### src/hw/rtl/bole_mem.sv
// entry memory: one write port, one read port with registered read data
`default_nettype none

module bole_mem #(
  parameter int DEPTH = 64,
  parameter int WIDTH = 32,
  parameter int AW    = 6
) (
  input  wire logic             clk_i,
  input  wire logic             we_i,
  input  wire logic [AW-1:0]    waddr_i,
  input  wire logic [WIDTH-1:0] wdata_i,
  input  wire logic [AW-1:0]    raddr_i,
  output logic      [WIDTH-1:0] rdata_o
);

  logic [WIDTH-1:0] mem_q [DEPTH];

  always_ff @(posedge clk_i) begin
    if (we_i) begin
      mem_q[waddr_i] <= wdata_i;
    end
  end

  always_ff @(posedge clk_i) begin
    rdata_o <= mem_q[raddr_i];
  end

endmodule

`default_nettype wire

### config.mk
export PLATFORM = sky130hd
export DESIGN_NAME = bole_mem
export DESIGN_NICKNAME = d
export VERILOG_FILES = /design/src/hw/rtl/bole_mem.sv
export SDC_FILE = /design/constraint.sdc
export NUM_CORES = 2
export LEC_CHECK = 0
export BUFFER_PORTS_ARGS = -buffer_cell sky130_fd_sc_hd__buf_2
export CAP_MARGIN = 20
export CORE_MARGIN = 1
export CORE_UTILIZATION = 55
export DETAILED_ROUTE_END_ITERATION = 10
export PLACE_DENSITY_LB_ADDON = 0.25
export SETUP_SLACK_MARGIN = 0.2
export SLEW_MARGIN = 10
export SYNTH_ARGS = -nofsm -noshare
export SYNTH_HDL_FRONTEND = slang
export SYNTH_SLANG_ARGS = --single-unit
### constraint.sdc
create_clock -name clk_i -period 4.1 [get_ports clk_i]
set_input_delay 0.205 -clock clk_i [delete_from_list [all_inputs] [get_ports clk_i]]
set_output_delay 0.205 -clock clk_i [all_outputs]
set_load 0.02 [all_outputs]
==> flow_summary_export.csv <==
group,metric,value,unit
hold_path,hp-class,"in2reg",
sta,max_slew_margin,25.1,%
cells_and_area,final_cells,5680,
sta,min_period,2.67,ns
floorplan,num_io_pins,78,
sta,worst_pin_slew,1.12,ns
worst_setup_path,critPathBufInv,3,
cells_and_area,regArea,62100,µm²
sta,skew,0.0298,ns
detailed_routing,wl_met3,17800,µm
sta,setup_viol_count_final,0,
detailed_routing,top_layer,"met5",
synth,yosys-top-cells-area,"edfxtp_1 (78%), mux4_2 (16%), mux2i_1 (1.2%), dfxtp_1 (0.82%), o22ai_1 (0.67%)",
worst_setup_path,crit_required,4.62,ns
synth,ys_types,34,
floorplan,initial_utilization,55.5,%
placed_design,port_buffers,77,
cts,clk_pin_slew_worst_paths,0.07,ns
synth,ys_seq_elements,2080,
global_route,grt_pass1_wl,271000,µm
cts,clock_sinks,2080,
cts,cts_resized,0,
worst_setup_path,arrival,3.19,ns
worst_setup_path,endpoint_kind,"flop",
cells_and_area,nNetsFinal,3660,
worst_setup_path,path_class,"in2reg",
synth,netlist_area,78500,µm²
detailed_routing,wl_met2,92300,µm
worst_setup_path,reg2reg_depth,5,
sta,drv_slew,0,
floorplan,die_h,380,µm
global_route,grt_pass1_vias,38000,
power_and_ir_drop,power_density,487,nW/µm²
worst_setup_path,max_stage_delay,1.01,ns
detailed_routing,drt-initial-drc-count,4634,
cells_and_area,syn2layout_area_growth,13.7,%
cts,cts_buffers,196,
worst_setup_path,setup.worst_path.start_class,"primary input",
detailed_routing,wl_met1,72900,µm
worst_setup_path,crit_fanout,20,
hold_path,worstHoldStart,"wdata_i[29]",
global_route,grt.total_usage,26.5,%
detailed_routing,vias,37200,
sta,fin_crit_sh,65.1,%
hold_path,worstHoldEndpoint,"mem_q[10][29]",
power_and_ir_drop,p_leak,27.9,nW
synth,yosys_warnings,0,
detailed_routing,wirelength,189000,µm
cells_and_area,layout_commonest_cell,"edfxtp_1",
global_route,grt-ovfl-total,0,
sta,max_freq,0.375,GHz
synth,syn_area_per_cell,23.6,µm²
worst_setup_path,path_cells,"dlygate4sd3_1 -> buf_2 -> nor2_1 -> nand3_1 -> nor2_4 -> buf_4",
power_and_ir_drop,vdd_ir_drop_max,0.501,mV
cts,h-tree-depth,4,
placed_design,dp_hpwl,108000,µm
detailed_routing,first_pass_iters,5,
global_route,antenna_found_initial,13,
global_route,grt_max_degree,86,
cts,clockBufferDepth,3,
hold_path,min_path_cells,2,
synth,synth_nets,3370,
cells_and_area,multiInputGateArea,16000,µm²
detailed_routing,wl_per_cell,33.2,µm
cells_and_area,drive_gt1_share,30.3,%
detailed_routing,drc,0,
floorplan,core,142000,µm²
worst_setup_path,rr_endpoint,"rdata_o[20]",
placed_design,dp_cells,5271,
cts,cts_tree,"yes",
synth,syn_inst,3324,
synth,synth_top_area_share,78.3,%
floorplan,num_rows,138,
sta,tns,0,ns
synth,yosysSeqAreaShare,79.1,%
outcome,outcome,"finished, final reports clean",
worst_setup_path,critPathSlowestCell,"nor2_4",
cells_and_area,nFillCells,9162,
floorplan,dieArea,144000,µm²
cts,clock_latency,0.85,ns
detailed_routing,detail-route-antenna-nets,0,
worst_setup_path,cpLargestDelayFamily,"simple AND/OR/NAND/NOR gates",
worst_setup_path,r2r_slack,1.84,ns
placed_design,gp_congestion,0.826,
job,drv_cap,0,
cts,cts_root_buf,"clkbuf_16",
floorplan,fp.dieW,380,µm
detailed_routing,via_per_inst,6.55,
worst_setup_path,r2r-start,"mem_q[38][20]",
cells_and_area,layout_common_cells,"edfxtp_1 (2,048), mux4_2 (544), clkbuf_16 (197)",
sta,hold_viol,0,
sta,grt_setup_unrepaired,"no",
synth,yosys.area.top_type,"edfxtp_1",
-- cell type report --
cell class	instances	share of cell area [%]
diodes	5	0.0140
clock buffers	268	6.06
clock inverters	101	0.992
multi-input cells	1062	17.9
flip-flops and latches	2080	69.6
well taps	1890	2.65
repair buffers	274	2.79
-- worst max path at each step --
stage          slack (ns)             to       start  cells after the start
3_3_place_gp         0.84    rdata_o[20]  raddr_i[0]                      7
2_1_floorplan        0.74   mem_q[48][0]  waddr_i[3]                      4
5_1_grt              1.41  mem_q[29][21]  waddr_i[2]                      6
4_1_cts              1.48   mem_q[1][24]  waddr_i[2]                      6
3_5_place_dp         0.75    rdata_o[20]  raddr_i[0]                      7
6_report             1.43    mem_q[1][2]  waddr_i[2]                      6
-- cells in the mapped netlist --
cell      instances
a21oi_1          62
a22oi_1          12
a311oi_1          8
a31oi_1           1
a41o_1            4
and2_1            2
and3_1            4
buf_1            21
buf_2            57
buf_4            25
buf_6             5
clkbuf_1         74
dfxtp_1          32
edfxtp_1       2048
mux2i_1          93
mux4_2          544
nand2_1          26
nand2b_1          8
nand3_1           5
nand3b_1          5
nand4_1           2
nand4b_1          1
nor2_1          137
nor2b_1          15
nor3_1            7
o221ai_1         27
o22ai_1          84
o32ai_1           4
or2_0             1
or2_1             1
or2_2             1
or3_1             3
or3b_1            2
or3b_2            3
-- state kept, by name, indices dropped and copies added (netlist names) --
register	count
mem_q	2048
rdata_o	32
-- per-stage QoR --
step	power, mW	util, %	setup slack, ns	area [µm²]	hold slack [ns]
3_3_place_gp	26.2	58.2	0.840	82400	0.627
6_report	43.5	63.0	1.43	89300	0.0284
3_5_place_dp	26.3	58.2	0.747	82400	0.625
2_1_floorplan	25.2	-	0.735	78500	0.304
5_1_grt	44.6	63.0	1.41	89300	0.0350
4_1_cts	43.7	62.7	1.48	88800	0.00323
-- what timing repair did --
item	CTS	global route
hold buffers	3	16
setup buffers	0	0
hold endpoints to repair	3	411
-- where the power goes --
group | leakage (nW) | internal [mW] | switching [mW] | total [mW]
Combinational | 6.15 | 0.848 | 1.35 | 2.20
Clock | 3.06 | 9.89 | 7.75 | 17.6
Sequential | 18.7 | 23.5 | 0.114 | 23.7
Total | 27.9 | 34.3 | 9.21 | 43.5
-- metal layers --
| metal | vias to the layer above | global-route usage [%] |
|---|---|---|
| met5 | - | 0 |
| met3 | 325 | 4.77 |
| met1 | 20000 | 37.6 |
| met2 | 2027 | 42.2 |
| met4 | 10 | 8.53 |
| li1 | 14900 | - |
-- logic make-up after synthesis --
kind of cell	share of synthesized area, %
DFF	79.1
muxes	16.8
and+or+nand+nor	1.27
AOI/OAI and AO/OA	1.67
buffers and inverters	1.13
(Power assumes the default switching activity.)
