### src/hw/rtl/bole_pkg.sv
// package: request and response types, operation codes and sequencer states
`default_nettype none

package bole_pkg;

  typedef enum logic [2:0] {
    KIND_INSERT_AT     = 3'd0,
    KIND_INSERT_SORTED = 3'd1,
    KIND_ERASE_AT      = 3'd2,
    KIND_REMOVE_ALL    = 3'd3,
    KIND_GET           = 3'd4,
    KIND_SET           = 3'd5,
    KIND_FIND          = 3'd6
  } kind_e;

  typedef enum logic [3:0] {
    ST_IDLE,
    ST_SCAN,
    ST_SHIFT_UP,
    ST_PLACE,
    ST_SHIFT_DN,
    ST_GET_RD,
    ST_GET_DATA,
    ST_FINISH
  } state_e;

  typedef struct packed {
    logic [2:0]  kind;
    logic [6:0]  position;
    logic [31:0] item_value;
  } req_t;

  typedef struct packed {
    logic        ok;
    logic [6:0]  where;
    logic [31:0] read_value;
    logic [6:0]  removed_count;
    logic [6:0]  used_count;
  } rsp_t;

  // result of the shared compare unit
  typedef struct packed {
    logic eq;
    logic ge;
  } cmp_res_t;

endpackage

`default_nettype wire

### src/hw/rtl/bole_cmp.sv
// shared compare unit: entry against the operand value
`default_nettype none

module bole_cmp
  import bole_pkg::*;
#(
  parameter int WIDTH = 32
) (
  input  wire logic [WIDTH-1:0] entry_i,
  input  wire logic [WIDTH-1:0] value_i,
  output cmp_res_t              res_o
);

  always_comb begin
    res_o.eq = (entry_i == value_i);
    res_o.ge = (entry_i >= value_i);
  end

endmodule

`default_nettype wire

### config.mk
export PLATFORM = sky130hd
export DESIGN_NAME = bole_cmp
export DESIGN_NICKNAME = d
export VERILOG_FILES = /design/src/hw/rtl/bole_pkg.sv /design/src/hw/rtl/bole_cmp.sv
export SDC_FILE = /design/constraint.sdc
export NUM_CORES = 1
export LEC_CHECK = 0
export ABC_AREA = 1
export BUFFER_PORTS_ARGS = -buffer_cell sky130_fd_sc_hd__buf_2
export CAP_MARGIN = 20
export CORE_ASPECT_RATIO = 0.7
export CORE_MARGIN = 5
export CORE_UTILIZATION = 40
export DETAILED_ROUTE_END_ITERATION = 8
export MAX_ROUTING_LAYER = met4
export PLACE_DENSITY_LB_ADDON = 0.05
export SYNTH_ARGS = -nofsm -noshare
export SYNTH_HDL_FRONTEND = slang
export SYNTH_SLANG_ARGS = --single-unit
export TNS_END_PERCENT = 5
### constraint.sdc
create_clock -name vclk -period 2.2
set_input_delay 0.11 -clock vclk [all_inputs]
set_output_delay 0.11 -clock vclk [all_outputs]
set_load 0.01 [all_outputs]
==> metrics, run 1 <==
share of the synthesized area in the top cell type between 40% and 50%; core area 2150 µm²; Setup Fix Bufs, Post-CTS 0; starting density of the core 42.0%; post-CTS resize count 0; area delta synth->final 40.9%; Max FO, Critical Path 2; Worst slew margin 89.4%; most frequent cell after synthesis inv_1; Slew Viols, Final 0; Seq cells 0; sequential standard cell area 0 µm²; DIE HEIGHT 49.8 µm; fin crit period 1.34 ns; pre-CTS WS 0.851 ns; FMAX 745 MHz; fin area 1270 µm²; clock buf count 0; Final Net Count between 300 and 400; LEAKAGE around 0.9 nW; boundary pin count 66; Diodes inserted 0; worst min-delay path class primary input to primary output; Routed WL 2220 µm; final worst slack 0.858 ns; drt wl/cell 8.90 µm; WHS between 0.8 and 0.9 ns; Fillers 225; Unique masters post-synth 11; dpl hpwl 2160 µm; RSZ-0062 raised after global routing false; CP Capture Type primary output; Via density 4.14; Final period util 61.0%; post-synthesis sequential area ratio 0%; Final Hold Viols 0; max-cap viol count 0; commonest cells in the netlist inv_1, nand2_1, ha_1; peak supply drop roughly 0.066 mV; status complete, no violations; CP arrival approximately 1.2 ns; via count 1031; DR pass1 iterations 2; initial antenna violation count 0; Placer Congestion 0.665; top cells by area, synth ha_1, inv_1, nand2_1; # setup viols final 0; share of layout cells above drive strength 1 roughly a third; Area after DPL 1270 µm²; FP Rows 14; largest net degree at the start of global routing 4; Syn Nets 247; Worst Path Required 2.09 ns; gr usage total 12.1%; initial DRC count 16; setup_tns 0 ns; first-pass GRT wire length 3300 µm; placed cell count 249; die area 3330 µm²; Residual DRC 0; crit start category primary input; PD cells 156 nW/µm²; Synth Warn # 0; kind of critical path primary input to primary output; Hold Buf Count CTS 0; vias in the first global route 908; Die Span X 66.8 µm; cell taking the most area after synthesis ha_1; non-filler cells, final 249; measured slew at the worst slew-check pin about 0.16 ns; PortBufs 66; Final ANT Viol Nets 0; Netlist Area Pre-Place 905 µm²; GRT overflow 0; Avg Inst Size Synth ~6 µm²; Cells after Synth between 150 and 200
[placed cells by master, fill, tap and decap left out]
cell      n
buf_2    66
inv_1    42
nand2_1  41
ha_1     32
a21oi_1  13
nor2_1   10
nand2_2   3
nor2_2    3
nor2_4    2
a21o_1    2
o21ai_0   2
nand3_1   1
[power breakdown]
group	switching, W	leakage, nW	internal [W]
clock network	0	0	0
logic	0.0000971	0.903	0.000102
registers	0	0	0
total	0.0000971	0.903	0.000102
[final timing paths]
| kind | from | endpoint | slack, ns | cells after the start |
|---|---|---|---|---|
| max | entry_i[15] | res_o[0] | 0.86 | 11 |
| min | entry_i[27] | res_o[0] | 0.83 | 9 |
[kinds of logic (layout without fill, tap and decap cells)]
logic type                 count (synthesis)  after routing  synth area share, %
and+or+nand+nor                           60             60                 28.4
buffers and inverters                     42            108                 17.4
adders and majority gates                 32             32                 44.3
AOI/OAI and AO/OA                         17             17                 9.96
[cell type report]
class | instances | area (µm²) | area share [%]
Tap cell | 32 | 40.0 | 3.14
Inverter | 42 | 158 | 12.4
Timing Repair Buffer | 66 | 330 | 25.9
Multi-Input combinational cell | 109 | 747 | 58.6
[metal layers]
metal  vias to the layer above  GRT usage (%)  routed length [µm]
li1                        596              -                   -
met4                         0          0.676                  10
met2                        44           20.9                 957
met5                         -              -                   0
met1                       389           16.0                1010
met3                         2           1.14                 241
[per-stage QoR]
| step | total power [W] | util, % |
|---|---|---|
| after floorplan | 0.000118 | - |
| after global placement | 0.000191 | 59.2 |
| after detailed placement | 0.000202 | 59.2 |
| after CTS | 0.000203 | 59.2 |
| after global routing | 0.000233 | 59.2 |
| final | 0.000199 | 59.2 |
[worst max-delay path: stages]
cell     delay (ns)
buf_2          0.10
ha_1           0.29
nand2_1        0.08
nor2_2         0.12
nand2_1        0.08
nor2_2         0.12
nand2_2        0.06
nand2_1        0.06
nor2_1         0.04
nand2_1        0.05
buf_2          0.12
Note: power is estimated with default switching activity, not from simulation.
==> inputs of run 2 (changes only) <==
--- a/config.mk
+++ b/config.mk
@@ -5,12 +5,12 @@
 export SDC_FILE = /design/constraint.sdc
 export NUM_CORES = 1
 export LEC_CHECK = 0
-export ABC_AREA = 1
+export ABC_AREA = 0
 export BUFFER_PORTS_ARGS = -buffer_cell sky130_fd_sc_hd__buf_2
 export CAP_MARGIN = 20
 export CORE_ASPECT_RATIO = 0.7
 export CORE_MARGIN = 5
-export CORE_UTILIZATION = 40
+export CORE_UTILIZATION = 38
 export DETAILED_ROUTE_END_ITERATION = 8
 export MAX_ROUTING_LAYER = met4
 export PLACE_DENSITY_LB_ADDON = 0.05
==> constraint.sdc (replaced) <==
create_clock -name vclk -period 1.1
set_input_delay 0.055 -clock vclk [all_inputs]
set_output_delay 0.055 -clock vclk [all_outputs]
set_load 0.01 [all_outputs]
==> run 2 against run 1 <==
  * The run now ends with setup timing left
  * Critical endpoint unchanged
  * Critical path depth shrank 2
  * Largest power group unchanged
  * Wire length fell by 0.32%
  * Setup slack worse by 1.5 ns
  * Sequential share of layout area is the same
  * Highest routed layer unchanged
  * Cell area up 7.7%
  * Global-route usage increased by 1.4 points
  * Clock-buffer cell count unchanged
==> metrics, run 2 <==
core area 2100 µm² (-2.4%); P_int 0.000265 W (+160%); share of the synthesized area in the top cell type 48.9% (+4.7 points); non-filler cells, final 206 (-17%); PortBufs 66 (unchanged); commonest non-fill, non-tap cell in the layout buf_2; FMAX 583 MHz; Final ANT Viol Nets 0 (unchanged); sequential standard cell area 0 µm² (unchanged); first-pass GRT wire length 3670 µm (+11%); share of layout cells above drive strength 1 51.1% (+17 points); Max FO, Critical Path 2 (unchanged); fin crit period 1.71 ns; Worst Path Required 1.04 ns (-1.05 ns); Netlist Area Pre-Place 818 µm² (-9.5%); top cells by area, synth ha_1, inv_1, a21oi_1; Hold Buf Count CTS 0 (unchanged); Fillers 186 (-17%); final worst slack -0.615 ns (-1.47 ns); crit start category primary input; # setup viols final 2 (+2); gr usage total 13.5% (+1.4 points); initial antenna violation count 0 (unchanged); starting density of the core 38.9% (-3.1 points); Clock power frac 0% (unchanged); Final Hold Viols 0 (unchanged); Final Net Count 280 (-11%); GRT overflow 0 (unchanged); status finished, violations left; failing checks setup timing; Net Sw Frac 44.4% (-4.3 points); drt wl/cell 10.7 µm (+20%); placed cell count 206 (-17%); via count 986 (-4.4%); DIE HEIGHT 48.8 µm (-1.9%); Worst slew margin 75.6% (-14 points); LEAKAGE 0.830 nW (-8.0%); FP Rows 14 (unchanged); measured slew at the worst slew-check pin 0.363 ns (+0.206 ns); Unique masters post-synth 21 (+10); Residual DRC 0 (unchanged); boundary pin count 66 (unchanged); Avg Inst Size Synth 7.37 µm² (+23%); CP Capture Type primary output; WHS 0.537 ns (-0.294 ns); vias in the first global route 1019 (+12%); most frequent cells in the layout buf_2, inv_1, ha_1, a21oi_1, ha_4; area delta synth->final 67.7%; Seq cells 0 (unchanged); CP arrival 1.66 ns (+0.43 ns); clock buf count 0 (unchanged); RSZ-0062 raised after global routing true; Comb power frac 100.0% (about the same); Syn Nets 207 (-16%); post-synthesis sequential area ratio 0% (unchanged); Final period util 156%; largest net degree at the start of global routing 4 (unchanged); Cells after Synth 111 (-26%); cell taking the most area after synthesis ha_1; peak supply drop 0.145 mV (+120%); DR pass1 iterations 2 (unchanged); Area after DPL 1350 µm² (+6.0%); switching power 0.000212 W (+120%); PD cells 348 nW/µm² (+120%); Slew Viols, Final 0 (unchanged); die area 3200 µm² (-3.9%); dpl hpwl 2140 µm (-1.3%); initial DRC count 5 (-11); Sequential Power Share 0% (unchanged); fin area 1370 µm² (+7.7%); kind of critical path primary input to primary output; worst min-delay path class primary input to primary output; max-cap viol count 0 (unchanged); Placer Congestion 0.716 (+7.8%); Diodes inserted 0 (unchanged); Routed WL 2210 µm (-0.32%); Synth Warn # 0 (unchanged); Die Span X 65.5 µm (-2.1%); Core Util, Final 65.3% (+6.1 points); commonest cells in the netlist ha_1, inv_1, a21oi_1; Via density 4.79 (+16%)
[run 2: logic make-up after synthesis]
kind of cell | count (synthesis) | synth area share, %
buffers and inverters | 32 | 14.7
adder cells (fa/ha/maj) | 32 | 48.9
AO/OA/AOI/OAI | 23 | 19.9
AND/OR/NAND/NOR | 24 | 16.5
[run 2: critical path, stage by stage]
cell,delay [ns]
buf_6,0.10
inv_4,0.05
ha_4,0.20
a21oi_2,0.13
o21ai_1,0.08
a221o_1,0.38
a2111oi_4,0.40
o221ai_4,0.14
buf_6,0.14
[run 2: final timing paths]
kind	end	start	cells after the start
setup / recovery	res_o[0]	value_i[11]	9
hold / removal	res_o[0]	entry_i[31]	5
[run 2: through the flow]
stage	total power [W]	setup WS, ns	TNS, ns
final	0.000477	-0.615	-1.10
after global routing	0.000545	-0.672	-1.28
after CTS	0.000468	-0.624	-1.13
after detailed placement	0.000464	-0.621	-1.13
after global placement	0.000441	-0.603	-1.10
after floorplan	0.000264	-0.308	-0.601
[run 2: repair_timing]
action / in CTS / in global routing
setup buffers: 0 / 0
setup endpoints to repair: 2 / 2
pin swaps: 0 / 6
resized for setup: 0 / 7
[run 2: cell type report]
type | instances | area (µm²) | share of cell area (%)
Inverter | 32 | 128 | 9.30
Multi-Input combinational cell | 79 | 835 | 60.8
Tap cell | 24 | 30.0 | 2.19
Timing Repair Buffer | 71 | 380 | 27.7
[run 2: power groups by stage]
stage | combinational [W] | sequential [W] | clock [W]
final | 0.000477 | 0 | 0
after floorplan | 0.000264 | 0 | 0
after global routing | 0.000545 | 0 | 0
after CTS | 0.000468 | 0 | 0
after detailed placement | 0.000464 | 0 | 0
after global placement | 0.000441 | 0 | 0
[run 2: per-layer routing]
layer,vias to the layer above,routed length [µm],global-route usage (%)
li1,531,-,-
met1,418,915,16.5
met2,35,1110,25.0
met3,2,174,0.922
met4,0,8,1.38
met5,-,0,-
==> inputs of run 3 (changes only) <==
--- a/config.mk
+++ b/config.mk
@@ -14,6 +14,7 @@
 export DETAILED_ROUTE_END_ITERATION = 8
 export MAX_ROUTING_LAYER = met4
 export PLACE_DENSITY_LB_ADDON = 0.05
+export REMOVE_ABC_BUFFERS = 1
 export SYNTH_ARGS = -nofsm -noshare
 export SYNTH_HDL_FRONTEND = slang
 export SYNTH_SLANG_ARGS = --single-unit
==> run 3 against run 2 <==
  * Cell area shrank 0.91%
  * Cell count grew 1.9%
  * Highest routed layer is now met3
  * The run still ends with setup timing left
  * Worst hold slack improved by 0.030 ns
  * Largest power group unchanged
  * Critical path type unchanged
  * Largest cell class unchanged
  * Sequential cell count stayed put
  * Clock-buffer cell count stayed put
==> metrics, run 3 (synthesis results as in run 2) <==
Final Net Count 284 (+1.4%); Worst slew margin 75.1% (-0.42 points); dpl hpwl 2060 µm (-3.4%); PD cells 351 nW/µm² (+0.97%); fin crit period 1.64 ns (-0.0705 ns); die area 3200 µm² (unchanged); Via density 4.62 (-3.5%); gr usage total 14.4% (+0.87 points); Hold Buf Count CTS 0 (unchanged); Max FO, Critical Path 3 (+1); Tot Pwr 0.000478 W (about the same); PortBufs 66 (unchanged); commonest non-fill, non-tap cell in the layout buf_2; peak supply drop 0.151 mV (+4.5%); final worst slack -0.544 ns (+0.0705 ns); failing checks setup timing; Residual DRC 0 (unchanged); most frequent cells in the layout buf_2, inv_1, ha_1, buf_4, a21oi_1; WHS 0.567 ns (+0.0299 ns); core area 2100 µm² (unchanged); CP arrival 1.59 ns (-0.07 ns); vias in the first global route 956 (-6.2%); starting density of the core 38.9% (unchanged); DIE HEIGHT 48.8 µm (unchanged); area delta synth->final 66.2%; Final Hold Viols 0 (unchanged); LEAKAGE 0.829 nW (-0.19%); largest net degree at the start of global routing 4 (unchanged); FMAX 608 MHz (+4.3%); clock buf count 0 (unchanged); max-cap viol count 0 (unchanged); initial DRC count 25 (+20); share of layout cells above drive strength 1 50.0% (-1.1 points); Setup crit end res_o[0]; Final ANT Viol Nets 0 (unchanged); GRT overflow 0 (unchanged); Final period util 149% (-6.4 points); Routed WL 2360 µm (+7.0%); kind of critical path primary input to primary output; Setup Fix Bufs, Post-CTS 0 (unchanged); first-pass GRT wire length 3830 µm (+4.3%); crit start category primary input; CP Capture Type primary output; # setup viols final 2 (unchanged); RSZ-0062 raised after global routing true; Seq cells 0 (unchanged); Worst Path Required 1.04 ns (about the same); measured slew at the worst slew-check pin 0.370 ns (+0.00624 ns); DR pass1 iterations 4 (+2); initial antenna violation count 0 (unchanged); worst min-delay path class primary input to primary output; FP Rows 14 (unchanged); drt wl/cell 11.3 µm (+4.9%); CP startpoint value_i[14]; Placer Congestion 0.704 (-1.7%); Die Span X 65.5 µm (unchanged); status finished, violations left; Core Util, Final 64.7% (-0.60 points); via count 970 (-1.6%); sequential standard cell area 0 µm² (unchanged); Slew Viols, Final 0 (unchanged); Diodes inserted 0 (unchanged); boundary pin count 66 (unchanged)
run 3: worst min path at each step:
stage                start       end  cells past startpoint  slack [ns]
6_report       entry_i[31]  res_o[0]                      5        0.57
5_1_grt        entry_i[31]  res_o[0]                      5        0.61
4_1_cts        entry_i[31]  res_o[0]                      5        0.57
3_5_place_dp   entry_i[31]  res_o[0]                      5        0.57
3_3_place_gp   entry_i[31]  res_o[0]                      5        0.57
2_1_floorplan  entry_i[31]  res_o[0]                      3        0.37
run 3: through the flow:
stage	area, µm²	instances	setup WS, ns	TNS [ns]
after global routing	1360	210	-0.638	-1.25
after CTS	1340	210	-0.557	-1.07
final	1360	210	-0.544	-1.05
after floorplan	818	111	-0.374	-0.724
after detailed placement	1250	210	-0.664	-1.24
after global placement	1250	210	-0.635	-1.20
run 3: what timing repair did:
action,4_1_cts,5_1_grt
endpoints found under the setup margin,2,2
gates resized for setup,13,3
pin swaps,10,1
run 3: power breakdown:
part	internal (W)	switching, W
logic	0.000270	0.000207
registers	0	0
clock network	0	0
total	0.000270	0.000207
run 3: per-layer routing:
layer | track usage (%) | part of all wire [%]
met5 | - | 0
met4 | 0 | 0
met3 | 1.38 | 8.2
met2 | 24.2 | 46
met1 | 19.9 | 46
run 3: worst max-delay path, stage by stage:
cell	delay [ns]
buf_6	0.10
inv_4	0.05
ha_4	0.19
and4_1	0.21
a221o_1	0.38
a2111oi_4	0.29
o221ai_1	0.15
buf_2	0.17
run 3: final cells by class:
type               count  area (µm²)
well taps             24        30.0
repair buffers        75         404
fillers              193         742
inverters             32         123
multi-input cells     79         803
